==> src/hdl/sqser_pkg.sv <==
`timescale 1ns / 1ps

package sqser_pkg;

  localparam int unsigned FRAC_BITS      = 30;
  localparam int unsigned X_W            = 31;
  localparam int unsigned TOL_W          = 30;
  localparam int unsigned TERM_W         = 30;
  localparam int unsigned ACC_W          = 31;
  localparam int unsigned SUM_W          = 33;
  localparam int unsigned ROOT_W         = 31;
  localparam int unsigned USED_W         = 9;
  localparam int unsigned STEP_W         = 5;
  localparam int unsigned MAX_TERMS_DEF  = 256;

  localparam logic [TOL_W-1:0] TOL_RESET = TOL_W'(1074);

  typedef enum logic [2:0] {
    ST_IDLE,
    ST_CHECK,
    ST_MUL_X,
    ST_PREP_M,
    ST_MUL_M,
    ST_PREP_D,
    ST_DIV,
    ST_DONE
  } state_t;

endpackage

==> src/hdl/sqrt_one_plus_x_series.sv <==
`timescale 1ns / 1ps
// Channel   | Ports                                        | Handshake
// ----------+----------------------------------------------+------------------------------
// command   | start, busy, x_value                         | taken when start & !busy
// result    | done, approx_root, terms_used, limit_hit     | one-cycle strobe on done
// config    | tolerance_valid, tolerance_ready, tolerance  | written when valid & ready
//
// Each series term runs, in order, a bit-serial multiply by x, a bit-serial multiply by
// (2i-1) and a restoring divide by 2(i+1); the two multiplies share one shift-add unit,
// and the divide uses its own subtractor on the same shift register.
// busy stays high until done has pulsed.
// Reset is synchronous and sets tolerance to 1074; the receiver cannot stall results.

module sqrt_one_plus_x_series #(
  parameter int unsigned MAX_TERMS = sqser_pkg::MAX_TERMS_DEF
) (
  input  logic                               clk,
  input  logic                               rst,
  input  logic                               start,
  output logic                               busy,
  input  logic signed [sqser_pkg::X_W-1:0]   x_value,
  output logic                               done,
  output logic        [sqser_pkg::ROOT_W-1:0] approx_root,
  output logic        [sqser_pkg::USED_W-1:0] terms_used,
  output logic                               limit_hit,
  input  logic                               tolerance_valid,
  output logic                               tolerance_ready,
  input  logic        [sqser_pkg::TOL_W-1:0] tolerance
);

  localparam int unsigned CW      = $clog2(MAX_TERMS + 1);
  localparam int unsigned MW      = CW + 1;
  localparam int unsigned DVW     = CW + 2;
  localparam int unsigned PROD_W  = sqser_pkg::ACC_W + sqser_pkg::X_W;
  localparam int unsigned CNT_EXT = (CW > sqser_pkg::USED_W) ? CW : sqser_pkg::USED_W;

  sqser_pkg::state_t state, state_next;

  logic [sqser_pkg::TOL_W-1:0]  tol;
  logic                         x_neg;
  logic [sqser_pkg::X_W-1:0]    x_mag;
  logic                         t_neg;
  logic [sqser_pkg::TERM_W-1:0] t_mag;
  logic signed [sqser_pkg::SUM_W-1:0] sum;
  logic [CW-1:0]                count;
  logic                         limit;
  logic [sqser_pkg::ACC_W-1:0]  acc;
  logic [sqser_pkg::X_W-1:0]    sh;
  logic [DVW-1:0]               rem;
  logic [sqser_pkg::STEP_W-1:0] step;

  logic [sqser_pkg::ACC_W-1:0]  add_sum;
  logic [PROD_W-1:0]            prod;
  logic [MW-1:0]                mult_m;
  logic [DVW-1:0]               divisor;
  logic [DVW:0]                 rem_shift;
  logic                         q_bit;
  logic                         term_live;
  logic                         cap_reached;
  logic                         step_last;
  logic [CNT_EXT-1:0]           count_ext;

  assign tolerance_ready = 1'b1;
  assign busy            = (state != sqser_pkg::ST_IDLE);

  assign add_sum   = acc + (sh[0] ? {1'b0, t_mag} : '0);
  assign prod      = {acc, sh};
  assign mult_m    = {count, 1'b0} - MW'(1);
  assign divisor   = {(CW + 1)'(count) + (CW + 1)'(1), 1'b0};
  assign rem_shift = {rem, sh[sqser_pkg::TERM_W-1]};
  assign q_bit     = (rem_shift >= {1'b0, divisor});
  assign term_live   = (t_mag > tol);
  assign cap_reached = (count >= CW'(MAX_TERMS));

  always_comb begin
    case (state)
      sqser_pkg::ST_MUL_X: step_last = (step == sqser_pkg::STEP_W'(sqser_pkg::X_W - 1));
      sqser_pkg::ST_MUL_M: step_last = (step == sqser_pkg::STEP_W'(MW - 1));
      sqser_pkg::ST_DIV:   step_last = (step == sqser_pkg::STEP_W'(sqser_pkg::TERM_W - 1));
      default:             step_last = 1'b0;
    endcase
  end

  always_ff @(posedge clk) begin
    if (rst) begin
      state <= sqser_pkg::ST_IDLE;
    end else begin
      state <= state_next;
    end
  end

  always_comb begin
    state_next = state;
    done       = 1'b0;
    case (state)
      sqser_pkg::ST_IDLE: begin
        if (start) state_next = sqser_pkg::ST_CHECK;
      end
      sqser_pkg::ST_CHECK: begin
        if (term_live && !cap_reached) state_next = sqser_pkg::ST_MUL_X;
        else                           state_next = sqser_pkg::ST_DONE;
      end
      sqser_pkg::ST_MUL_X: begin
        if (step_last) state_next = sqser_pkg::ST_PREP_M;
      end
      sqser_pkg::ST_PREP_M: state_next = sqser_pkg::ST_MUL_M;
      sqser_pkg::ST_MUL_M: begin
        if (step_last) state_next = sqser_pkg::ST_PREP_D;
      end
      sqser_pkg::ST_PREP_D: state_next = sqser_pkg::ST_DIV;
      sqser_pkg::ST_DIV: begin
        if (step_last) state_next = sqser_pkg::ST_CHECK;
      end
      sqser_pkg::ST_DONE: begin
        done       = 1'b1;
        state_next = sqser_pkg::ST_IDLE;
      end
      default: state_next = sqser_pkg::ST_IDLE;
    endcase
  end

  always_ff @(posedge clk) begin
    if (rst) begin
      tol <= sqser_pkg::TOL_RESET;
    end else if (tolerance_valid && tolerance_ready) begin
      tol <= tolerance;
    end
  end

  always_ff @(posedge clk) begin
    case (state)
      sqser_pkg::ST_IDLE: begin
        if (start) begin
          x_neg <= x_value[sqser_pkg::X_W-1];
          x_mag <= x_value[sqser_pkg::X_W-1] ? (sqser_pkg::X_W'(0) - x_value) : x_value;
          t_neg <= x_value[sqser_pkg::X_W-1];
          t_mag <= sqser_pkg::TERM_W'((x_value[sqser_pkg::X_W-1] ?
                     (sqser_pkg::X_W'(0) - x_value) : x_value) >> 1);
          sum   <= sqser_pkg::SUM_W'(64'd1 << sqser_pkg::FRAC_BITS);
          count <= '0;
          limit <= 1'b0;
        end
      end
      sqser_pkg::ST_CHECK: begin
        if (term_live) begin
          if (cap_reached) begin
            limit <= 1'b1;
          end else begin
            sum   <= t_neg ? sum - $signed(sqser_pkg::SUM_W'(t_mag))
                           : sum + $signed(sqser_pkg::SUM_W'(t_mag));
            count <= count + CW'(1);
            t_neg <= !(t_neg ^ x_neg);
            acc   <= '0;
            sh    <= x_mag;
            step  <= '0;
          end
        end
      end
      sqser_pkg::ST_MUL_X, sqser_pkg::ST_MUL_M: begin
        acc  <= {1'b0, add_sum[sqser_pkg::ACC_W-1:1]};
        sh   <= {add_sum[0], sh[sqser_pkg::X_W-1:1]};
        step <= step + sqser_pkg::STEP_W'(1);
      end
      sqser_pkg::ST_PREP_M: begin
        t_mag <= sqser_pkg::TERM_W'(prod >> sqser_pkg::FRAC_BITS);
        acc   <= '0;
        sh    <= sqser_pkg::X_W'(mult_m);
        step  <= '0;
      end
      sqser_pkg::ST_PREP_D: begin
        rem  <= DVW'(prod >> (PROD_W - 1 - MW));
        sh   <= sqser_pkg::X_W'(sqser_pkg::TERM_W'(prod >> (sqser_pkg::X_W - MW)));
        step <= '0;
      end
      sqser_pkg::ST_DIV: begin
        rem  <= q_bit ? DVW'(rem_shift - {1'b0, divisor}) : DVW'(rem_shift);
        sh   <= {sh[sqser_pkg::TERM_W-1:0], q_bit};
        step <= step + sqser_pkg::STEP_W'(1);
        if (step_last) begin
          t_mag <= {sh[sqser_pkg::TERM_W-2:0], q_bit};
        end
      end
      default: begin
      end
    endcase
  end

  assign count_ext = CNT_EXT'(count);

  always_comb begin
    if (sum < 0) begin
      approx_root = '0;
    end else if (sum > $signed(sqser_pkg::SUM_W'({sqser_pkg::ROOT_W{1'b1}}))) begin
      approx_root = '1;
    end else begin
      approx_root = sum[sqser_pkg::ROOT_W-1:0];
    end
    if (count_ext > CNT_EXT'({sqser_pkg::USED_W{1'b1}})) begin
      terms_used = '1;
    end else begin
      terms_used = count_ext[sqser_pkg::USED_W-1:0];
    end
    limit_hit = limit;
  end

endmodule

==> config.mk <==
export PLATFORM = sky130hd
export DESIGN_NAME = sqrt_one_plus_x_series
export DESIGN_NICKNAME = d
export VERILOG_FILES = /design/src/hdl/sqser_pkg.sv /design/src/hdl/sqrt_one_plus_x_series.sv
export SDC_FILE = /design/constraint.sdc
export NUM_CORES = 1
export LEC_CHECK = 0
export BUFFER_PORTS_ARGS = -buffer_cell sky130_fd_sc_hd__buf_2
export CORE_ASPECT_RATIO = 0.75
export CORE_MARGIN = 2
export CORE_UTILIZATION = 25
export DETAILED_ROUTE_END_ITERATION = 7
export GPL_TIMING_DRIVEN = 0
export PLACE_DENSITY = 0.5
export SYNTH_ARGS = -nofsm -noshare
export SYNTH_HDL_FRONTEND = slang
export SYNTH_SLANG_ARGS = --single-unit
==> constraint.sdc <==
create_clock -name clk -period 7.7 [get_ports clk]
set_input_delay 0 -clock clk [delete_from_list [all_inputs] [get_ports clk]]
set_output_delay 0 -clock clk [all_outputs]
set_load 0.05 [all_outputs]
==> results of run 1 <==
-- logic make-up (layout without fill, tap and decap cells) --
| logic type | Yosys count | in the layout | share of synthesized area |
|---|---|---|---|
| AOI/OAI and AO/OA | 512 | 512 | 0.214 |
| xor gates and xnor gates | 104 | 104 | 0.0564 |
| adders and majority gates | 137 | 137 | 0.104 |
| buffers and inverters | 188 | 427 | 0.0453 |
| DFF | 216 | 216 | 0.381 |
| muxes | 47 | 47 | 0.0300 |
| other | 1 | 1 | 0.000232 |
| and+or+nand+nor | 576 | 576 | 0.169 |
-- cell type report --
class,count,area (sq um),share of cell area
Buffer,106,424,0.0217
Clock buffer,37,830,0.0424
Clock inverter,15,121,0.00620
Inverter,82,308,0.0157
Multi-Input combinational cell,1377,9290,0.474
Sequential cell,216,6160,0.314
Tap cell,861,1080,0.0550
Timing Repair Buffer,187,1380,0.0705
-- flip-flops by register name, indices dropped and copies added, names as in the netlist --
register   flops
x_mag         31
sum           33
x_neg          1
rem           11
state          3
t_mag         30
step           5
sh            31
acc           30
t_neg          1
count          9
tol           30
limit_hit      1
-- cell usage in the layout, fill, tap and decap left out, drive strengths merged, types with 54 or more instances in the layout --
master	Yosys	final
inv	79	81
nor2	216	216
a22oi	66	66
o21ai	116	116
edfxtp	183	183
clkbuf	94	131
buf	12	122
xnor2	74	74
dlygate4sd3	0	77
a21o	54	54
nand2	111	111
ha	109	109
a21oi	91	91
-- critical path, stage by stage (launching register included) --
cell and delay (ns):
edfxtp_1 0.55, or4_1 0.66, or4_1 0.49, or2_2 0.34, nor3_1 0.31, nor2_1 0.09
xnor2_1 0.26, ha_1 0.35, a211oi_1 0.32, o21ai_0 0.14, a221oi_1 0.42, nor3_1 0.16
or3_1 0.36, clkbuf_1 0.19, o41ai_1 0.39, mux2i_1 0.15
-- through the flow --
| step | util | setup WS (ns) | std cells |
|---|---|---|---|
| after floorplan | - | 3.25 | 1781 |
| after global placement | 0.278 | 2.18 | 2748 |
| after detailed placement | 0.280 | 2.40 | 2752 |
| after CTS | 0.307 | 2.36 | 2881 |
| after global routing | 0.307 | 2.03 | 2881 |
| final | 0.307 | 2.24 | 2881 |
-- power by group --
| group | switching (mW) | internal, mW | total, mW |
|---|---|---|---|
| clock network | 0.572 | 0.795 | 1.37 |
| logic | 2.98 | 1.66 | 4.65 |
| registers | 0.532 | 1.83 | 2.36 |
-- cell usage after synthesis (25+ instances only) --
| cell type | n |
|---|---|
| o21ai_0 | 115 |
| dfxtp_1 | 33 |
| nor3_1 | 46 |
| a21oi_1 | 91 |
| nand2_1 | 111 |
| ha_1 | 109 |
| nand3_1 | 46 |
| clkbuf_1 | 92 |
| nor2_1 | 216 |
| xor2_1 | 30 |
| a21o_1 | 54 |
| xnor2_1 | 74 |
| mux2i_1 | 45 |
| inv_1 | 79 |
| maj3_1 | 25 |
| a22oi_1 | 66 |
| o21a_1 | 38 |
| edfxtp_1 | 183 |
| and2_1 | 34 |
-- worst max path at each step --
stage,cells past startpoint,to,start,slack [ns]
after floorplan,15,sum[27],t_mag[6],3.25
after global placement,7,acc[5],t_mag[10],2.18
after detailed placement,15,sum[27],t_mag[6],2.40
after CTS,15,sum[27],t_mag[6],2.36
after global routing,15,sum[27],t_mag[6],2.03
final,15,sum[27],t_mag[6],2.24
-- per-layer routing --
layer | vias to the layer above | global-route usage
li1 | 7028 | -
met1 | 7327 | 0.270
met2 | 621 | 0.267
met3 | 88 | 0.0404
met4 | 2 | 0.0424
met5 | - | 0
-- repair_timing --
item                                   CTS  global route
hold buffers                            77             0
buffers inserted                         0             0
endpoints found under the hold margin   61             0
==> flow_summary_export.csv, run 1 <==
group,metric,value,unit
floorplan,core-area,63800,sq um
sta,setup_tns,0,ns
min_path,hold_class,"in2reg",
place,place_hpwl,48500,um
synth,synth_cell_types,79,
clock_network,clk_latency,0.57,ns
power_and_ir_drop,power_density,428,nW/um^2
critical_path,rr_endpoint,"sum[27]",
min_path,holdPathStages,3,
sta,hold_violations,0,
sta,finalSetupViolations,0,
critical_path,critPathMaxFanout,6,
synth,yosys_warnings,0,
critical_path,cp-start-kind,"flip-flop",
clock_network,cts_tree,"yes",
grt,antenna_found_initial,7,
flow_run,drv_cap,0,
clock_network,clk_path_buf_depth,3,
synth,synthFlopType,"edfxtp_1",
routing,wl_met3,5240,um
routing,drt-met1-wl,29900,um
synth,syn_avg_cell_area,9.06,sq um
critical_path,r2r_cells,15,
clock_network,cts_made_buffers,28,
sta,finClkSkew,0.0122,ns
synth,synth_area,16100,sq um
power_and_ir_drop,p_leak,7.62,nW
critical_path,reg2reg_from,"t_mag[6]",
min_path,hold_start,"x_value[1]",
synth,ys_seq_elements,216,
routing,vias,15100,
floorplan,initial_core_util,0.253,
routing,drt_first_pass_iters,7,
clock_network,path_clk_slew,0.06,ns
routing,antenna_left,0,
finish,nets,2175,
critical_path,ff2ff_setup_slack,2.24,ns
routing,highest_layer,"met5",
synth,synth-edff-count,183,
min_path,min_delay_worst_endpoint,"x_mag[3]",
floorplan,die_width,297,um
clock_network,htreeDepth,1,
sta,fin_crit,5.46,ns
critical_path,critical_path_required,8.00,ns
synth,netlist_top_cells_area,"edfxtp_1 (34%), ha_1 (8.4%), nor2_1 (5.0%), dfxtp_1 (4.1%), xnor2_1 (4.0%)",
routing,drt_iter0_drc,1501,
grt,grt_pass1_vias,14500,
floorplan,dieArea,66600,sq um
routing,wl_per_cell,21.6,um
finish,antenna_cells,0,
finish,drive_above_1_share,0.101,
critical_path,critPathKind,"reg2reg",
clock_network,postCtsResizedCells,0,
place,port_buffers,106,
power_and_ir_drop,power,8.38,mW
finish,final_area,19600,sq um
sta,fin_crit_sh,0.709,
synth,synthCells,1781,
sta,slew_viol_final,0,
clock_network,cts-root-buf,"clkbuf_16",
sta,fmax,0.183,GHz
grt,grt_max_degree,33,
routing,routed-wl-met2,25600,um
clock_network,numClockSinks,216,
synth,synth_nets,1958,
place,place_area,17900,sq um
routing,viasPerCell,5.23,
sta,worst_pin_slew,1.17,ns
sta,relSlewSlack,0.221,
floorplan,placementRows,80,
place,gp_congestion,0.947,
synth,synth_top_area_share,0.340,
critical_path,cp.arrival,5.76,ns
routing,wirelength,62200,um
grt,grt_overflow,0,
grt,grt_usage,0.182,
routing,drc_errors,0,
sta,rsz0062_at_grt,"false",
power_and_ir_drop,irDropWorstVdd,0.208,mV
sta,whs,0.0400,ns
grt,grt_pass1_wl,92600,um
floorplan,die_h,224,um
outcome,outcome,"finished, final reports clean",
finish,area_growth,21.3,%
finish,n_fill_cell,6659,
floorplan,ios,109,
critical_path,cp-end-kind,"flip-flop",
synth,synth_area_leader_cell,"edfxtp_1",
synth,async_flop_share,0,
synth,seq_area_frac_synth,0.381,
(Power assumes the default switching activity.)
==> run 2: changes to the inputs <==
--- a/config.mk
+++ b/config.mk
@@ -11,7 +11,7 @@
 export CORE_UTILIZATION = 25
 export DETAILED_ROUTE_END_ITERATION = 7
 export GPL_TIMING_DRIVEN = 0
-export PLACE_DENSITY = 0.5
+export PLACE_DENSITY = 0.51
 export SYNTH_ARGS = -nofsm -noshare
 export SYNTH_HDL_FRONTEND = slang
 export SYNTH_SLANG_ARGS = --single-unit
==> constraint.sdc (replaced) <==
create_clock -name clk -period 4.7 [get_ports clk]
set_input_delay 0 -clock clk [delete_from_list [all_inputs] [get_ports clk]]
set_output_delay 0 -clock clk [all_outputs]
set_load 0.05 [all_outputs]
==> run 2 against run 1 <==
Effect of this change: core utilization up 0.37 points; register-to-register slack got worse by 2.1 ns; global-route usage decreased by 0.27 points; clock skew grew 0.022 ns; critical path type unchanged.
==> flow_summary_export.csv, run 2 (synthesized netlist as in run 1, its figures left out) <==
group,metric,value,unit
place,place_ws,-0.592,ns
finish,top_regs,"sum: 33 flops, sh: 31 flops, x_mag: 31 flops",
grt,grt_max_degree,35,
routing,viasPerCell,5.22,
power_and_ir_drop,switching_share,0.482,
critical_path,cp-end-kind,"flip-flop",
sta,finClkSkew,0.0344,ns
critical_path,critical_path_required,4.98,ns
clock_network,htreeDepth,1,
routing,wl_met3,5240,um
sta,relSlewSlack,0.111,
grt,grt_pass1_wl,91700,um
floorplan,ios,109,
routing,drc_errors,0,
critical_path,worstPathCellList,"or4_4 > or4_1 > or2_4 > nor3_1 > nor2_1 > xnor2_1 > ha_1 > and3_1 > nand2_1 > a2bb2oi_1 > nand3_1 > a21oi_2 > mux2i_1 > o311ai_0",
finish,layout_commonest_cell,"nor2_1",
grt,grt_overflow,0,
place,place_hpwl,47300,um
power_and_ir_drop,internal_power,7.18,mW
floorplan,die_width,297,um
clock_network,clk_path_buf_depth,3,
critical_path,cp.arrival,4.85,ns
place,place_area,17800,sq um
critical_path,ff2ff_setup_slack,0.13,ns
finish,top_register,"sum",
sta,hold_violations,0,
power_and_ir_drop,seqPwrFrac,0.279,
routing,wirelength,61600,um
critical_path,crit_path_top_delay_cell,"or4_4",
floorplan,die_h,224,um
place,dpl.cell_count,2751,
critical_path,r2r_cells,14,
finish,fin_cells,2896,
critical_path,critPathKind,"reg2reg",
grt,grt_pass1_vias,14400,
routing,drt-met1-wl,29300,um
clock_network,cts-root-buf,"clkbuf_16",
critical_path,cp.depth,14,
critical_path,cp_num_buf_inv,0,
floorplan,core-area,63800,sq um
place,gp_congestion,0.937,
critical_path,critPathMaxStageDelay,0.58,ns
outcome,outcome,"finished, final reports clean",
finish,fin_util,0.311,
routing,wl_per_cell,21.3,um
critical_path,critical_path.top_delay_family,"simple AND/OR/NAND/NOR gates",
flow_run,drv_cap,0,
routing,antenna_left,0,
clock_network,cts_made_buffers,28,
finish,area_growth,22.8,%
finish,drive_above_1_share,0.112,
min_path,hold_class,"in2reg",
power_and_ir_drop,switching_power,6.68,mW
sta,finalSetupViolations,0,
sta,fmax,0.219,GHz
sta,whs,0.0217,ns
finish,largest_reg_flops,33,
sta,setup_tns,0,ns
critical_path,critPathMaxFanout,9,
power_and_ir_drop,power,13.9,mW
critical_path,cp-start-kind,"flip-flop",
finish,nets,2188,
routing,vias,15100,
routing,routed-wl-met2,25600,um
power_and_ir_drop,comb_power_share,0.556,
floorplan,initial_core_util,0.253,
routing,highest_layer,"met4",
floorplan,dieArea,66600,sq um
sta,fin_crit,4.57,ns
routing,drt_iter0_drc,1608,
clock_network,numClockSinks,216,
sta,slew_viol_final,0,
sta,setup_ws,0.128,ns
min_path,holdPathStages,3,
grt,antenna_found_initial,3,
place,port_buffers,106,
finish,final_area,19800,sq um
sta,fin_crit_sh,0.973,
power_and_ir_drop,p_leak,7.73,nW
finish,layout_common_cells,"nor2_1 (216), edfxtp_1 (183), o21ai_0 (113)",
routing,drt_first_pass_iters,5,
clock_network,clk_latency,0.59,ns
finish,multi_input_area,9370,sq um
finish,seqCellArea,6160,sq um
sta,worst_pin_slew,1.32,ns
clock_network,path_clk_slew,0.07,ns
power_and_ir_drop,irDropWorstVdd,0.287,mV
power_and_ir_drop,p_clk_frac,0.165,
power_and_ir_drop,power_density,699,nW/um^2
clock_network,cts_tree,"yes",
grt,grt_usage,0.180,
finish,n_fill_cell,6677,
floorplan,placementRows,80,
## run 2: cell count changes in the layout (fill, tap and decap cells not counted), sizes merged, moves of 3 or more
cell and delta:
buf +8, clkinv +3, clkbuf -7, dlygate4sd3 +8
clkinvlp -3
## run 2: power groups by stage
stage,Combinational (mW),Sequential [mW],Clock [mW]
6_report,7.70,3.87,2.29
3_3_place_gp,7.17,3.93,0
3_5_place_dp,7.33,3.89,0
2_1_floorplan,5.52,3.38,0
4_1_cts,7.57,3.85,2.32
5_1_grt,8.45,3.90,2.39
## run 2: layer usage
layer | GRT usage | vias to the layer above
met1 | 0.267 | 7348
met5 | 0 | -
li1 | - | 7047
met2 | 0.265 | 644
met4 | 0.0388 | 0
met3 | 0.0371 | 92
## run 2: worst register-to-register path: stages (launching register included)
cell and delay, ns:
edfxtp_1 0.51, or4_4 0.58, or4_1 0.46, or2_4 0.29, nor3_1 0.14, nor2_1 0.07, xnor2_1 0.26, ha_1 0.38
and3_1 0.22, nand2_1 0.07, a2bb2oi_1 0.39, nand3_1 0.26, a21oi_2 0.28, mux2i_1 0.22, o311ai_0 0.14
## run 2: layout make-up
class,instances,share of cell area
inverters,82,0.0155
multi-input cells,1377,0.473
repair buffers,203,0.0761
clock buffers,33,0.0395
flip-flops and latches,216,0.311
well taps,861,0.0544
plain buffers,103,0.0209
diodes,2,0.000253
clock inverters,19,0.00972
## run 2: final timing paths
check             start       end
max reg2reg    t_mag[5]   sum[24]
min reg2reg     tol[20]   tol[20]
max            t_mag[5]   sum[24]
min          x_value[1]  x_mag[3]
## run 2: timing repair
item,CTS,global route
setup endpoints to repair,9,9
pin swaps,5,9
cloned,0,0
setup buffers,6,3
hold buffers,85,0
resized for setup,11,10
hold endpoints to repair,69,0
